$ cat src/rtl/lpfr_pkg.sv
`default_nettype none

package lpfr_pkg;

   localparam int unsigned NUM_CH     = 3;
   localparam int unsigned LVL_W      = 8;
   localparam int unsigned TIME_W     = 16;
   localparam int unsigned DELTA_W    = LVL_W + 1;
   localparam int unsigned CH_W       = 2;
   localparam int unsigned CSR_IDX_W  = 1;
   localparam int unsigned CSR_DATA_W = 16;
   localparam int unsigned CNT_W      = 5;

   localparam logic [LVL_W-1:0]      FULL_LEVEL     = 8'd255;
   localparam logic [TIME_W-1:0]     RESET_INTERVAL = 16'd75;
   localparam logic [NUM_CH-1:0]     RESET_INVERT   = 3'b111;

   localparam logic [CSR_IDX_W-1:0]  CSR_INVERT_MASK = 1'd0;
   localparam logic [CSR_IDX_W-1:0]  CSR_STEP_INTVL  = 1'd1;

   localparam logic                  MODE_FADE = 1'b0;
   localparam logic                  MODE_TICK = 1'b1;

   // divider pass lengths: time / interval, then range / divisions
   localparam logic [CNT_W-1:0]      DIV_STEPS_TIME  = 5'd16;
   localparam logic [CNT_W-1:0]      DIV_STEPS_RANGE = 5'd8;

   typedef struct packed {
      logic latch;
      logic tick;
      logic div_time;
      logic div_range;
      logic load_fade;
      logic load_rsp;
   } cmd_type;

   typedef struct packed {
      logic is_tick;
      logic fade_ok;
      logic div_done;
   } sts_type;

endpackage

`default_nettype wire

$ cat src/rtl/lpfr_if.sv
`default_nettype none

interface lpfr_req_if;
   logic                           valid;
   logic                           ready;
   logic                           mode;
   logic [lpfr_pkg::CH_W-1:0]      channel;
   logic [lpfr_pkg::LVL_W-1:0]     target_level;
   logic [lpfr_pkg::TIME_W-1:0]    fade_time_ms;

   modport source (output valid, mode, channel, target_level, fade_time_ms, input ready);
   modport sink   (input valid, mode, channel, target_level, fade_time_ms, output ready);
endinterface

interface lpfr_rsp_if;
   logic                           valid;
   logic                           ready;
   logic [lpfr_pkg::LVL_W-1:0]     red_level;
   logic [lpfr_pkg::LVL_W-1:0]     green_level;
   logic [lpfr_pkg::LVL_W-1:0]     blue_level;
   logic [lpfr_pkg::NUM_CH-1:0]    fading_mask;

   modport source (output valid, red_level, green_level, blue_level, fading_mask,
                   input ready);
   modport sink   (input valid, red_level, green_level, blue_level, fading_mask,
                   output ready);
endinterface

`default_nettype wire

$ cat src/rtl/lpfr_div.sv
`default_nettype none

module lpfr_div (
   input  wire logic                           clock,
   input  wire logic                           reset,
   input  wire logic                           start,
   input  wire logic [lpfr_pkg::CNT_W-1:0]     steps,
   input  wire logic [lpfr_pkg::TIME_W-1:0]    dividend,
   input  wire logic [lpfr_pkg::TIME_W-1:0]    divisor,
   output logic                                done,
   output logic [lpfr_pkg::TIME_W-1:0]         quotient,
   output logic [lpfr_pkg::TIME_W-1:0]         remainder
);

   logic [lpfr_pkg::CNT_W-1:0]   count_ff, count_in;
   logic                         done_ff, done_in;
   logic [lpfr_pkg::TIME_W-1:0]  quo_ff, quo_in;
   logic [lpfr_pkg::TIME_W-1:0]  rem_ff, rem_in;
   logic [lpfr_pkg::TIME_W-1:0]  dsr_ff, dsr_in;
   logic [lpfr_pkg::TIME_W:0]    shifted;
   logic [lpfr_pkg::TIME_W:0]    trial;

   always_comb begin
      shifted  = {rem_ff, quo_ff[lpfr_pkg::TIME_W-1]};
      trial    = shifted - {1'b0, dsr_ff};
      count_in = count_ff;
      done_in  = 1'b0;
      quo_in   = quo_ff;
      rem_in   = rem_ff;
      dsr_in   = dsr_ff;
      if (start) begin
         count_in = steps;
         quo_in   = dividend;
         rem_in   = '0;
         dsr_in   = divisor;
      end else if (count_ff != '0) begin
         count_in = count_ff - 1'b1;
         done_in  = (count_ff == lpfr_pkg::CNT_W'(1));
         if (!trial[lpfr_pkg::TIME_W]) begin
            rem_in = trial[lpfr_pkg::TIME_W-1:0];
            quo_in = {quo_ff[lpfr_pkg::TIME_W-2:0], 1'b1};
         end else begin
            rem_in = shifted[lpfr_pkg::TIME_W-1:0];
            quo_in = {quo_ff[lpfr_pkg::TIME_W-2:0], 1'b0};
         end
      end
   end

   always_ff @(posedge clock) begin
      if (reset) begin
         count_ff <= '0;
         done_ff  <= 1'b0;
      end else begin
         count_ff <= count_in;
         done_ff  <= done_in;
      end
      quo_ff <= quo_in;
      rem_ff <= rem_in;
      dsr_ff <= dsr_in;
   end

   assign done      = done_ff;
   assign quotient  = quo_ff;
   assign remainder = rem_ff;

endmodule

`default_nettype wire

$ cat src/rtl/lpfr_dp.sv
`default_nettype none

module lpfr_dp (
   input  wire logic                              clock,
   input  wire logic                              reset,
   input  wire logic                              csr_write_en,
   input  wire logic [lpfr_pkg::CSR_IDX_W-1:0]    csr_index,
   input  wire logic [lpfr_pkg::CSR_DATA_W-1:0]   csr_wdata,
   input  wire logic                              req_mode,
   input  wire logic [lpfr_pkg::CH_W-1:0]         req_channel,
   input  wire logic [lpfr_pkg::LVL_W-1:0]        req_target,
   input  wire logic [lpfr_pkg::TIME_W-1:0]       req_time,
   input  wire lpfr_pkg::cmd_type                 cmd,
   output lpfr_pkg::sts_type                      sts,
   output logic [lpfr_pkg::LVL_W-1:0]             rsp_red,
   output logic [lpfr_pkg::LVL_W-1:0]             rsp_green,
   output logic [lpfr_pkg::LVL_W-1:0]             rsp_blue,
   output logic [lpfr_pkg::NUM_CH-1:0]            rsp_mask
);

   localparam int unsigned N  = lpfr_pkg::NUM_CH;
   localparam int unsigned LW = lpfr_pkg::LVL_W;
   localparam int unsigned TW = lpfr_pkg::TIME_W;
   localparam int unsigned DW = lpfr_pkg::DELTA_W;

   logic [N-1:0]      invert_ff;
   logic [TW-1:0]     interval_ff;

   logic              mode_ff;
   logic [lpfr_pkg::CH_W-1:0] chan_ff;
   logic [LW-1:0]     target_ff;
   logic [TW-1:0]     time_ff;

   logic [LW-1:0]     level_ff [N];
   logic [LW-1:0]     final_ff [N];
   logic [DW-1:0]     delta_ff [N];
   logic [TW-1:0]     steps_ff [N];
   logic [LW-1:0]     level_in [N];
   logic [TW-1:0]     steps_in [N];

   logic [TW-1:0]     pend_steps_ff;

   logic [LW-1:0]     out_red_ff, out_green_ff, out_blue_ff;
   logic [N-1:0]      out_mask_ff, mask_now;

   logic              chan_ok;
   logic [lpfr_pkg::CH_W-1:0] ch_idx;
   logic              inv;
   logic [LW-1:0]     cur, cur_b, mag, fin_new;
   logic              neg;
   logic [TW-1:0]     iv;

   logic              div_start, div_done;
   logic [lpfr_pkg::CNT_W-1:0] div_steps;
   logic [TW-1:0]     div_dividend, div_divisor, div_quo, div_rem;
   logic [TW-1:0]     divisions;
   logic [TW:0]       steps_sum;
   logic [DW-1:0]     mag_q, delta_new;

   always_comb begin
      chan_ok = (chan_ff < lpfr_pkg::CH_W'(N));
      ch_idx  = chan_ok ? chan_ff : '0;
      inv     = invert_ff[ch_idx];
      cur     = level_ff[ch_idx];
      cur_b   = inv ? (lpfr_pkg::FULL_LEVEL - cur) : cur;
      neg     = (target_ff < cur_b);
      mag     = neg ? (cur_b - target_ff) : (target_ff - cur_b);
      fin_new = inv ? (lpfr_pkg::FULL_LEVEL - target_ff) : target_ff;
      iv      = (interval_ff == '0) ? TW'(1) : interval_ff;

      divisions = (div_quo == '0) ? TW'(1) : div_quo;
      steps_sum = {1'b0, div_quo} + {{TW{1'b0}}, (div_rem != '0)};

      div_start    = cmd.div_time | cmd.div_range;
      div_steps    = cmd.div_time ? lpfr_pkg::DIV_STEPS_TIME : lpfr_pkg::DIV_STEPS_RANGE;
      div_dividend = cmd.div_time ? time_ff : {mag, {(TW-LW){1'b0}}};
      div_divisor  = cmd.div_time ? iv : divisions;

      mag_q     = {1'b0, div_quo[LW-1:0]};
      delta_new = (neg ^ inv) ? (~mag_q + 1'b1) : mag_q;

      sts.is_tick  = (mode_ff == lpfr_pkg::MODE_TICK);
      sts.fade_ok  = chan_ok && (mag != '0);
      sts.div_done = div_done;
   end

   lpfr_div u_div (
      .clock     (clock),
      .reset     (reset),
      .start     (div_start),
      .steps     (div_steps),
      .dividend  (div_dividend),
      .divisor   (div_divisor),
      .done      (div_done),
      .quotient  (div_quo),
      .remainder (div_rem)
   );

   // per-channel ramp step
   always_comb begin
      logic signed [LW+1:0] sum;
      logic signed [LW+1:0] fin;
      logic signed [LW+1:0] nxt;
      for (int c = 0; c < N; c++) begin
         sum = $signed({2'b00, level_ff[c]}) + $signed({delta_ff[c][DW-1], delta_ff[c]});
         fin = $signed({2'b00, final_ff[c]});
         nxt = sum;
         if (!delta_ff[c][DW-1] && (delta_ff[c] != '0) && (sum > fin)) nxt = fin;
         if (delta_ff[c][DW-1] && (sum < fin)) nxt = fin;
         if (steps_ff[c] == TW'(1)) nxt = fin;
         if (nxt < 0) nxt = '0;
         if (nxt > $signed({2'b00, lpfr_pkg::FULL_LEVEL})) nxt = {2'b00, lpfr_pkg::FULL_LEVEL};
         level_in[c] = level_ff[c];
         steps_in[c] = steps_ff[c];
         if (steps_ff[c] != '0) begin
            level_in[c] = nxt[LW-1:0];
            steps_in[c] = steps_ff[c] - 1'b1;
         end
         mask_now[c] = (steps_ff[c] != '0);
      end
   end

   always_ff @(posedge clock) begin
      if (reset) begin
         invert_ff   <= lpfr_pkg::RESET_INVERT;
         interval_ff <= lpfr_pkg::RESET_INTERVAL;
         for (int c = 0; c < N; c++) begin
            level_ff[c] <= lpfr_pkg::FULL_LEVEL;
            final_ff[c] <= lpfr_pkg::FULL_LEVEL;
            delta_ff[c] <= '0;
            steps_ff[c] <= '0;
         end
      end else begin
         if (csr_write_en) begin
            case (csr_index)
               lpfr_pkg::CSR_INVERT_MASK: invert_ff   <= csr_wdata[N-1:0];
               lpfr_pkg::CSR_STEP_INTVL:  interval_ff <= csr_wdata[TW-1:0];
               default: ;
            endcase
         end
         if (cmd.tick) begin
            for (int c = 0; c < N; c++) begin
               level_ff[c] <= level_in[c];
               steps_ff[c] <= steps_in[c];
            end
         end
         if (cmd.load_fade) begin
            delta_ff[ch_idx] <= delta_new;
            final_ff[ch_idx] <= fin_new;
            steps_ff[ch_idx] <= pend_steps_ff;
         end
      end
   end

   always_ff @(posedge clock) begin
      if (cmd.latch) begin
         mode_ff   <= req_mode;
         chan_ff   <= req_channel;
         target_ff <= req_target;
         time_ff   <= req_time;
      end
      if (cmd.div_range) pend_steps_ff <= steps_sum[TW-1:0];
      if (cmd.load_rsp) begin
         out_red_ff   <= level_ff[0];
         out_green_ff <= level_ff[1];
         out_blue_ff  <= level_ff[2];
         out_mask_ff  <= mask_now;
      end
   end

   assign rsp_red   = out_red_ff;
   assign rsp_green = out_green_ff;
   assign rsp_blue  = out_blue_ff;
   assign rsp_mask  = out_mask_ff;

endmodule

`default_nettype wire

$ cat src/rtl/lpfr_ctrl.sv
`default_nettype none

module lpfr_ctrl (
   input  wire logic               clock,
   input  wire logic               reset,
   input  wire logic               req_valid,
   output logic                    req_ready,
   output logic                    rsp_valid,
   input  wire logic               rsp_ready,
   input  wire lpfr_pkg::sts_type  sts,
   output lpfr_pkg::cmd_type       cmd
);

   typedef enum logic [2:0] {
      ST_IDLE,
      ST_EXEC,
      ST_DIV_TIME,
      ST_DIV_RANGE,
      ST_DONE
   } state_type;

   state_type state_ff, state_in;
   logic      rsp_valid_ff, rsp_valid_in;

   always_comb begin
      cmd          = '0;
      state_in     = state_ff;
      rsp_valid_in = rsp_valid_ff && !rsp_ready;
      case (state_ff)
         ST_IDLE: begin
            cmd.latch = req_valid;
            if (req_valid) state_in = ST_EXEC;
         end
         ST_EXEC: begin
            if (sts.is_tick) begin
               cmd.tick = 1'b1;
               state_in = ST_DONE;
            end else if (sts.fade_ok) begin
               cmd.div_time = 1'b1;
               state_in     = ST_DIV_TIME;
            end else begin
               state_in = ST_DONE;
            end
         end
         ST_DIV_TIME: begin
            if (sts.div_done) begin
               cmd.div_range = 1'b1;
               state_in      = ST_DIV_RANGE;
            end
         end
         ST_DIV_RANGE: begin
            if (sts.div_done) begin
               cmd.load_fade = 1'b1;
               state_in      = ST_DONE;
            end
         end
         ST_DONE: begin
            if (!rsp_valid_ff || rsp_ready) begin
               cmd.load_rsp = 1'b1;
               rsp_valid_in = 1'b1;
               state_in     = ST_IDLE;
            end
         end
         default: state_in = ST_IDLE;
      endcase
   end

   always_ff @(posedge clock) begin
      if (reset) begin
         state_ff     <= ST_IDLE;
         rsp_valid_ff <= 1'b0;
      end else begin
         state_ff     <= state_in;
         rsp_valid_ff <= rsp_valid_in;
      end
   end

   assign req_ready = (state_ff == ST_IDLE);
   assign rsp_valid = rsp_valid_ff;

endmodule

`default_nettype wire

$ cat src/rtl/led_pwm_fade_ramp_unit.sv
`default_nettype none

// Channel  Dir  Handshake      Payload
// req_ch   in   valid/ready    mode, channel, target_level, fade_time_ms
// rsp_ch   out  valid/ready    red_level, green_level, blue_level, fading_mask
// csr      in   csr_write_en   csr_index, csr_wdata (no read-back)
//
// One request at a time. A tick or a request with nothing to do goes from decode straight
// to response load. A fade goes through decode, 16 divider steps for time / interval,
// a handoff, 8 steps for range / divisions, ramp load and response load.
// Response sits in an output register; the next request is accepted while it waits and
// holds in its last cycle until the register frees. Reset is synchronous: all levels
// 255, no fades, all channels inverted, interval 75 ms.

module led_pwm_fade_ramp_unit (
   input  wire logic                              clock,
   input  wire logic                              reset,
   lpfr_req_if.sink                               req_ch,
   lpfr_rsp_if.source                             rsp_ch,
   input  wire logic                              csr_write_en,
   input  wire logic [lpfr_pkg::CSR_IDX_W-1:0]    csr_index,
   input  wire logic [lpfr_pkg::CSR_DATA_W-1:0]   csr_wdata
);

   lpfr_pkg::cmd_type cmd;
   lpfr_pkg::sts_type sts;

   lpfr_ctrl u_ctrl (
      .clock     (clock),
      .reset     (reset),
      .req_valid (req_ch.valid),
      .req_ready (req_ch.ready),
      .rsp_valid (rsp_ch.valid),
      .rsp_ready (rsp_ch.ready),
      .sts       (sts),
      .cmd       (cmd)
   );

   lpfr_dp u_dp (
      .clock        (clock),
      .reset        (reset),
      .csr_write_en (csr_write_en),
      .csr_index    (csr_index),
      .csr_wdata    (csr_wdata),
      .req_mode     (req_ch.mode),
      .req_channel  (req_ch.channel),
      .req_target   (req_ch.target_level),
      .req_time     (req_ch.fade_time_ms),
      .cmd          (cmd),
      .sts          (sts),
      .rsp_red      (rsp_ch.red_level),
      .rsp_green    (rsp_ch.green_level),
      .rsp_blue     (rsp_ch.blue_level),
      .rsp_mask     (rsp_ch.fading_mask)
   );

endmodule

`default_nettype wire

$ cat src/flat_wrapper.sv
// flat-port wrapper written by rule: the top's interface ports become plain ports
module led_pwm_fade_ramp_unit_flat 
  (clock, reset, csr_write_en, csr_index, csr_wdata, req_ch_valid, req_ch_mode, req_ch_channel, req_ch_target_level, req_ch_fade_time_ms, req_ch_ready, rsp_ch_valid, rsp_ch_red_level, rsp_ch_green_level, rsp_ch_blue_level, rsp_ch_fading_mask, rsp_ch_ready);
  lpfr_req_if req_ch_i ();
  lpfr_rsp_if rsp_ch_i ();
  input  wire logic clock;
  input  wire logic reset;
  input  wire logic csr_write_en;
  input  wire logic [lpfr_pkg::CSR_IDX_W-1:0] csr_index;
  input  wire logic [lpfr_pkg::CSR_DATA_W-1:0] csr_wdata;
  input wire logic [$bits(req_ch_i.valid)-1:0] req_ch_valid;
  input wire logic [$bits(req_ch_i.mode)-1:0] req_ch_mode;
  input wire logic [$bits(req_ch_i.channel)-1:0] req_ch_channel;
  input wire logic [$bits(req_ch_i.target_level)-1:0] req_ch_target_level;
  input wire logic [$bits(req_ch_i.fade_time_ms)-1:0] req_ch_fade_time_ms;
  output wire logic [$bits(req_ch_i.ready)-1:0] req_ch_ready;
  output wire logic [$bits(rsp_ch_i.valid)-1:0] rsp_ch_valid;
  output wire logic [$bits(rsp_ch_i.red_level)-1:0] rsp_ch_red_level;
  output wire logic [$bits(rsp_ch_i.green_level)-1:0] rsp_ch_green_level;
  output wire logic [$bits(rsp_ch_i.blue_level)-1:0] rsp_ch_blue_level;
  output wire logic [$bits(rsp_ch_i.fading_mask)-1:0] rsp_ch_fading_mask;
  input wire logic [$bits(rsp_ch_i.ready)-1:0] rsp_ch_ready;
  assign req_ch_i.valid = req_ch_valid;
  assign req_ch_i.mode = req_ch_mode;
  assign req_ch_i.channel = req_ch_channel;
  assign req_ch_i.target_level = req_ch_target_level;
  assign req_ch_i.fade_time_ms = req_ch_fade_time_ms;
  assign req_ch_ready = req_ch_i.ready;
  assign rsp_ch_valid = rsp_ch_i.valid;
  assign rsp_ch_red_level = rsp_ch_i.red_level;
  assign rsp_ch_green_level = rsp_ch_i.green_level;
  assign rsp_ch_blue_level = rsp_ch_i.blue_level;
  assign rsp_ch_fading_mask = rsp_ch_i.fading_mask;
  assign rsp_ch_i.ready = rsp_ch_ready;
  led_pwm_fade_ramp_unit u_core (.clock(clock), .reset(reset), .req_ch(req_ch_i), .rsp_ch(rsp_ch_i), .csr_write_en(csr_write_en), .csr_index(csr_index), .csr_wdata(csr_wdata));
endmodule
$ cat config.mk
export PLATFORM = sky130hd
export DESIGN_NAME = led_pwm_fade_ramp_unit_flat
export DESIGN_NICKNAME = d
export VERILOG_FILES = /design/src/rtl/lpfr_pkg.sv /design/src/rtl/lpfr_if.sv /design/src/rtl/lpfr_div.sv /design/src/rtl/lpfr_dp.sv /design/src/rtl/lpfr_ctrl.sv /design/src/rtl/led_pwm_fade_ramp_unit.sv /design/src/flat_wrapper.sv
export SDC_FILE = /design/constraint.sdc
export NUM_CORES = 1
export LEC_CHECK = 0
export BUFFER_PORTS_ARGS = -buffer_cell sky130_fd_sc_hd__buf_2
export CORE_ASPECT_RATIO = 1.4
export CORE_MARGIN = 5
export CORE_UTILIZATION = 30
export CTS_BUF_LIST = sky130_fd_sc_hd__clkbuf_16
export DETAILED_ROUTE_END_ITERATION = 10
export SYNTH_ARGS = -nofsm -noshare
export SYNTH_HDL_FRONTEND = slang
export SYNTH_SLANG_ARGS = --single-unit
$ cat constraint.sdc
create_clock -name clock -period 7.9 [get_ports clock]
set_clock_uncertainty 0.2 [all_clocks]
set_input_delay 0.395 -clock clock [delete_from_list [all_inputs] [get_ports clock]]
set_output_delay 0.395 -clock clock [all_outputs]
set_load 0.01 [all_outputs]
### Yosys cells after proc, flatten, opt, wreduce, memory -nomap -nowiden

Memories as Yosys holds them, arrays and structs flattened.
Index checks and enable logic that the tools add are counted.

| operators by class | value |
|---|---|
| add/sub/neg operators | 14 |
| $lt $le $gt $ge | 15 |
| equality and inequality tests | 12 |
| muxes and demuxes | 81 |
| bitwise gates (word level) | 11 |
| reduce and logical (&&, ||, !) cells | 37 |

Operators with widths:

| kind | number |
|---|---|
| $mux W16 | 14 |
| $mux W10 | 12 |
| $mux W8 | 13 |
| $reduce_bool A16 Y1 | 4 |
| $eq A16 B1 Y1 const B | 3 |
| $sub A16 B1 Y16 const B | 3 |
| $logic_not A16 Y1 | 2 |
| $add A9 B9 Y10 | 3 |
| $gt A10 B9 Y1 | 3 |
| $gt A10 B9 Y1 const B | 3 |
| $lt A10 B1 Y1 const B | 3 |
| $lt A10 B9 Y1 | 3 |
| $reduce_bool A9 Y1 | 3 |
| $mux W1 | 24 |
| $mux W3 | 6 |
| $mux W9 | 2 |
| $sub A17 B16 Y17 | 1 |
| $add A16 B1 Y16 | 1 |
| $reduce_or A16 Y1 | 1 |
| $sub A8 B8 Y8 | 2 |
| $sub A8 B8 Y8 const A | 2 |
| $mux W5 | 3 |
| $pmux W3 S5 | 1 |
| $logic_and A1 B1 Y1 | 11 |
| other kinds (27) | 47 |

| word-level totals | value |
|---|---|
| flip-flop bits (word level) | 147 |
| RAM bits | 123 |
| input bits | 49 |
| output and inout port bits | 29 |
| memories | 4 |

Memory list:

| name | depth | width | rd ports | clocked after memory_dff | wr ports | line | source |
|---|---|---|---|---|---|---|---|
| u_core.u_dp.steps_ff | 3 | 16 | 3 | 0 | 3 | lpfr_dp.sv:37 | `logic [TW-1:0] steps_ff [N];` |
| u_core.u_dp.delta_ff | 3 | 9 | 3 | 0 | 3 | lpfr_dp.sv:36 | `logic [DW-1:0] delta_ff [N];` |
| u_core.u_dp.final_ff | 3 | 8 | 3 | 0 | 3 | lpfr_dp.sv:35 | `logic [LW-1:0] final_ff [N];` |
| u_core.u_dp.level_ff | 3 | 8 | 4 | 0 | 3 | lpfr_dp.sv:34 | `logic [LW-1:0] level_ff [N];` |

### Longest topological paths before layout

| logic depth | value |
|---|---|
| word-level depth | 17 |
| gate-level depth with buffers | 20 |
| gate-level depth less buffers | 18 |

### Cells and area by module

Synthesis repeated with hierarchy kept, for this count alone.

| unflattened totals | value |
|---|---|
| cell total of the unflattened synthesis | 1491 |
| area, all modules | 15572.4 sq um |

By module, submodules not included:

| module | times used | cells each | area each (sq um) |
|---|---|---|---|
| lpfr_dp | 1 | 1164 | 12205.5 |
| lpfr_div | 1 | 294 | 3098.0 |
| lpfr_ctrl | 1 | 33 | 269.0 |

### Least setup slack after synthesis

OpenSTA, ideal clock, no wires.

| path | value |
|---|---|
| path kind | register -> register |
| start | register u_core.u_dp.chan_ff[1] (netlist name) |
| end | register u_core.u_dp.u_div.quo_ff (netlist bit u_core.u_dp.u_div.quotient[0]) (enable) |
| arrival time | 4.835 ns |
| required time | 7.283 ns |
| path slack | 2.448 ns |
| cell stages (with the launch flop) | 21 |
| path buffers | 4 |
| clock period less this slack | 5.452 ns |
| path through | edfxtp_1 inv_1 ha_1 clkbuf_1 nand2_1 o22ai_1 buf_1 buf_2 xnor2_1 ha_1 inv_1 fa_1 a211oi_2 o21ai_1 nand2_1 mux2i_1 nand3_1 nor4b_4 a21o_1 buf_4 nand3_1 |

| between the ends | value |
|---|---|
| cells in the longest elaborated chain, start to end | 14 |
| elaborated cells on any way between the ends | 18 |
| those cells by class | add/sub: 3; order compare: 2; mux: 8; bitwise: 1; reduce/logical: 3; memory: 1 |

RTL lines:

| element | line | source |
|---|---|---|
| from (decl) | lpfr_dp.sv:30 | `logic [lpfr_pkg::CH_W-1:0] chan_ff;` |
| from (signal assigned) | lpfr_dp.sv:158 | `chan_ff <= req_channel;` |
| $lt A2 B2 Y1 | lpfr_dp.sv:61 | `chan_ok = (chan_ff < lpfr_pkg::CH_W'(N));` |
| $mux W2 | lpfr_dp.sv:62 | `ch_idx = chan_ok ? chan_ff : '0;` |
| $mem_v2 Z3 W8 / $bmux W1 S2 (equally long branches) | n/a |  |
| $sub A8 B8 Y8 / $mux W1 (equally long branches) | lpfr_dp.sv:65, lpfr_dp.sv:63 |  |
| $mux W8 | lpfr_dp.sv:65 | `cur_b = inv ? (lpfr_pkg::FULL_LEVEL - cur) : cur;` |
| $sub A8 B8 Y8 / $lt A8 B8 Y1 (equally long branches) | lpfr_dp.sv:67, lpfr_dp.sv:66 |  |
| $mux W8 | lpfr_dp.sv:67 | `mag = neg ? (cur_b - target_ff) : (target_ff - cur_b);` |
| $reduce_bool A8 Y1 | lpfr_dp.sv:83 | `sts.fade_ok = chan_ok && (mag != '0);` |
| $logic_and A1 B1 Y1 * | lpfr_dp.sv:83 |  |
| $mux W1 * | lpfr_ctrl.sv:38 | `end else if (sts.fade_ok) begin` |
| $mux W1 * | lpfr_ctrl.sv:35 | `if (sts.is_tick) begin` |
| $mux W2 * | lpfr_ctrl.sv:29 | `case (state_ff)` |
| $or A1 B1 Y1 * | lpfr_dp.sv:74 | `div_start = cmd.div_time \| cmd.div_range;` |
| $reduce_bool A2 Y1 (no source line) * | n/a |  |
| to (signal assigned) | lpfr_div.sv:57 | `quo_ff <= quo_in;` |
| to (decl) | lpfr_div.sv:17 | `logic [lpfr_pkg::TIME_W-1:0] quo_ff, quo_in;` |

Every way passes the cells marked *; elsewhere a longest branch is shown, timed or not. The select of a mux whose other input is x is not followed.
A chain may end at the register's enable or synchronous reset.

### Worst setup path in the final report

| path | value |
|---|---|
| start | register u_core.u_dp.chan_ff[0] (netlist name) |
| end | register u_core.u_dp.u_div.quo_ff (netlist bit u_core.u_dp.u_div.quotient[12]) (enable) |

Same word-level chain as after synthesis.

==> results.txt <==
The fraction of post-synthesis cell area in the top cell type by area came out at 43.39%. The max-slew violation total from the final report came out at 0. Dividing the detail-routed via count by the number of cells gives 5.060.

The total via count after detailed routing is 11,562. The first-pass GRT wire length is 64,430 um. By area the synthesized netlist is led by edfxtp_1 (43%), ha_1 (7.7%), dfxtp_1 (5.8%), xnor2_1 (5.0%), nand2_1 (4.2%). The number of antenna-violating nets in the routed design came out at 0.

The number of buffer and inverter instances along the worst setup path is 4. The total number of placement rows is 98. The tree is rooted in a clkbuf_16. The switching power total is 1.812 mW.

The die covers 56,620 um^2. The fraction of registers with async set/reset came out at 0%. Port buffering added 77 buffers. The power density over the cells is 284.0 nW/um^2. TritonCTS built the clock tree.

Relative to the synthesized area, the layout overhead comes to 15.77%. The synthesized design contains 270 register bits. Global routing used 14.06% of the available tracks.

Once layout is complete, the cells apart from fillers number 2,285. The synthesized instance count came out at 1,504. By instance count, the leading cell after synthesis is edfxtp_1.

The tightest slew margin relative to the limit is 23.02%. Broken down by cell family, the worst path's largest delay share belongs to simple AND/OR/NAND/NOR gates. Traced cell by cell, the critical path runs through inv_1 > ha_1 > mux2i_1 > o22ai_2 > buf_4 > xnor2_1 > ha_1 > inv_1 > fa_1 > a211oi_2 > o21ai_1 > nand2_1 > mux2i_1 > nand3_1 > nor4b_4 > a21o_1 > buf_4 > nand3_1. The final global-route overflow total is 0.

The clock-pin slew on the worst setup and hold paths came out at 0.06 ns. The number of design-rule violations left by the first detailed-router iteration is 730. The share of total power in sequential cells is 39.8%. The DRC violation count after routing came out at 0. In this run, the combinational gates consume 33.4% of the power.

The post-synthesis net count came out at 1,655. The effective utilization at floorplan is 30.38%. Setup repair after global routing left no endpoint under its margin. The number of global-route vias before repair was 11,881. The fmax came out at 164.1 MHz.

Counting the buffers created by CTS gives 28. The first-pass iteration count of the detailed router came out at 5. The min-delay analysis places its worst path in the category in2reg. The count of maximum capacitance violations came out at 0.

VDD sags by at most 0.1873 mV. Setup violations remaining at the end of the flow were counted as 0. The worst path uses 77.13% of the clock period. During I/O placement, the number of pins put on the boundary was 78. The overall die height is 279.6 um. The maximum clock path buffer count is 3. In the final timing run, aggregate negative setup slack is 0 ns.

The routed wire length per instance came out at 17.82 um. For the finished layout, the period the worst path requires is 6.094 ns. The critical path's largest stage delay is 0.59 ns. For this run, the post-layout net count is 1,764. The clock latency reported for the late side of the worst-skew pair came out at 0.56 ns.

Along the worst path, the maximum fanout reaches 32. Gates resized during post-CTS repair numbered 0. The number of cells after detailed placement came out at 2,189. Sequential cells were found to cover 49.18% of the synthesized design area. The average footprint of a synthesized cell came out at 10.35 um^2. The kind of capture point of the worst setup path is a register. The wire-length estimate of the detail-placed layout is 30,580 um.

STA classifies the critical path startpoint as a register. The die is 202.5 um wide. The number of warnings printed during yosys synthesis is 0. The initial antenna violation count is 0. The core region area came out at 51,250 um^2. The part of the total power dissipated in the clock network is 26.8%. The total leakage power came out at 6.872 nW. The number of distinct standard cells referenced by the synthesized netlist came out at 74. Data on the critical path is required at its endpoint by 7.80 ns. Data on the critical path arrives at its endpoint at 5.99 ns. The final count of hold timing violations came to 0. The transition at the pin with the smallest max-transition slack came out at 1.155 ns.

The internal power consumption is 3.307 mW. The dominant synthesized flop cell is edfxtp_1. The switching share of power came out at 35.40%. CTS built an H-tree with a depth of 1. The count of hold buffers inserted by post-cts repair is 44. The netlist area before placement came out at 15,570 um^2. The largest net degree at the start of global routing came out at 67.

The number of inserted diodes came out at 0. Counting every sink on the clock net gives 270. The flow ran to the end, and the final reports show no timing, DRC or antenna violations.

The post-CTS setup buffer count is 0. The routability congestion estimate came out at 0.8570. The fraction of final layout cells with drive strength greater than 1 came out at 11.68%. The worst setup path is of the reg2reg kind.

Summed over all instances, the cell type with the most area after synthesis is edfxtp_1. The slowest stage of the critical path is the nand3_1 cell. The number of enable-type register cells in the synthesized netlist is 225. In the synthesized netlist, the cells that appear most often are edfxtp_1 (225), nand2_1 (176), nor2_1 (115), inv_1 (102), ha_1 (96). The overall routed net length is 40,720 um.
path summary, 6_finish.rpt:
path	startpoint	endpoint	slack, ns	cells after the start
worst min-delay path	req_ch_valid	u_core.u_ctrl.state_ff[0]$_SDFFE_PP0P_	0.05	5
worst min register to register	u_core.u_dp.interval_ff[12]$_SDFFE_PP0P_	u_core.u_dp.interval_ff[12]$_SDFFE_PP0P_	0.28	2
worst max register to register	u_core.u_dp.chan_ff[0]$_DFFE_PP_	u_core.u_dp.u_div.quotient[12]$_DFFE_PP_	1.81	18
worst max-delay path	u_core.u_dp.chan_ff[0]$_DFFE_PP_	u_core.u_dp.u_div.quotient[12]$_DFFE_PP_	1.81	18
placed cells by master, fill, tap and decap left out, types with 11 or more instances in the layout:
cell and n:
clkbuf_16 29, mux2_2 20, nand2b_1 19, a21oi_1 59, o21ai_0 93, xnor2_1 89
buf_2 77, inv_1 103, dfxtp_1 45, xor2_1 22, nor2b_1 14, nand2_1 176
dlygate4sd3_1 44, mux2i_1 43, nand3_1 42, edfxtp_1 225, ha_1 96, o21a_1 11
nand4_1 11, or3_1 11, nand3b_1 12, or2_2 11, a21o_1 25, buf_4 11
nor2_1 114, nor3_1 36, nor4_1 34
stage by stage:
step | utilization [%] | worst slack [ns] | hold slack [ns] | cell area, um^2 | total power [mW]
floorplan | - | 2.448 | 0.2386 | 15570 | 3.299
global placement | 32.45 | 2.021 | 0.2662 | 16630 | 3.717
detailed placement | 32.45 | 1.849 | 0.2692 | 16630 | 3.760
CTS | 35.17 | 1.821 | 0.01201 | 18030 | 5.164
global route | 35.17 | 1.386 | 0.1140 | 18030 | 5.423
finish | 35.17 | 1.806 | 0.05006 | 18030 | 5.119
tightest hold or removal path, stage by stage:
cell and delay, ns:
buf_2 0.11, nand3b_1 0.07, nand2_1 0.05, nor2_1 0.07, a2111oi_0 0.06
registers in the layout, indices dropped and copies added, names as in the netlist, 8 cells and up:
name,count
u_core.u_dp.interval_ff,16
u_core.u_dp.delta_ff,27
u_core.u_dp.target_ff,8
u_core.u_dp.time_ff,16
u_core.u_dp.u_div.quotient,16
u_core.u_dp.pend_steps_ff,16
u_core.u_dp.rsp_green,8
u_core.u_dp.level_ff,24
u_core.u_dp.u_div.dsr_ff,16
u_core.u_dp.rsp_red,8
u_core.u_dp.final_ff,24
u_core.u_dp.u_div.remainder,16
u_core.u_dp.rsp_blue,8
u_core.u_dp.steps_ff,48
per-layer routing:
layer | global-route usage [%] | wire length (um) | share of wire [%] | up-vias
met5 | 0 | 0 | 0 | -
met4 | 4.842 | 1320 | 3.2 | 0
met3 | 1.945 | 1551 | 3.8 | 75
met2 | 25.66 | 20720 | 51 | 263
met1 | 16.99 | 17130 | 42 | 5573
li1 | - | - | - | 5651
cells by family after synthesis:
| kind of cell | after synthesis | synth area share (%) |
|---|---|---|
| AOI/OAI and AO/OA | 283 | 11.84 |
| xor gates and xnor gates | 111 | 6.243 |
| adders and majority gates | 102 | 8.485 |
| buffers and inverters | 156 | 4.082 |
| DFF | 270 | 49.18 |
| muxes | 63 | 4.211 |
| and+or+nand+nor | 519 | 15.97 |
power by group through the flow:
stage | Clock (mW) | Sequential (mW) | Combinational (mW)
final | 1.37 | 2.04 | 1.71
after floorplan | 0 | 1.93 | 1.37
after CTS | 1.41 | 2.04 | 1.72
after detailed placement | 0 | 2.07 | 1.69
after global routing | 1.47 | 2.06 | 1.90
after global placement | 0 | 2.06 | 1.66
area by class of cell:
cell class	instances	area [um^2]
clock buffers	29	725.7
clock inverters	23	226.5
fillers	5080	33230
inverters	103	386.6
multi-input cells	1078	7308
flip-flops and latches	270	7657
well taps	650	813.3
repair buffers	132	908.4
No activity file was read; power rests on OpenSTA's default activity.
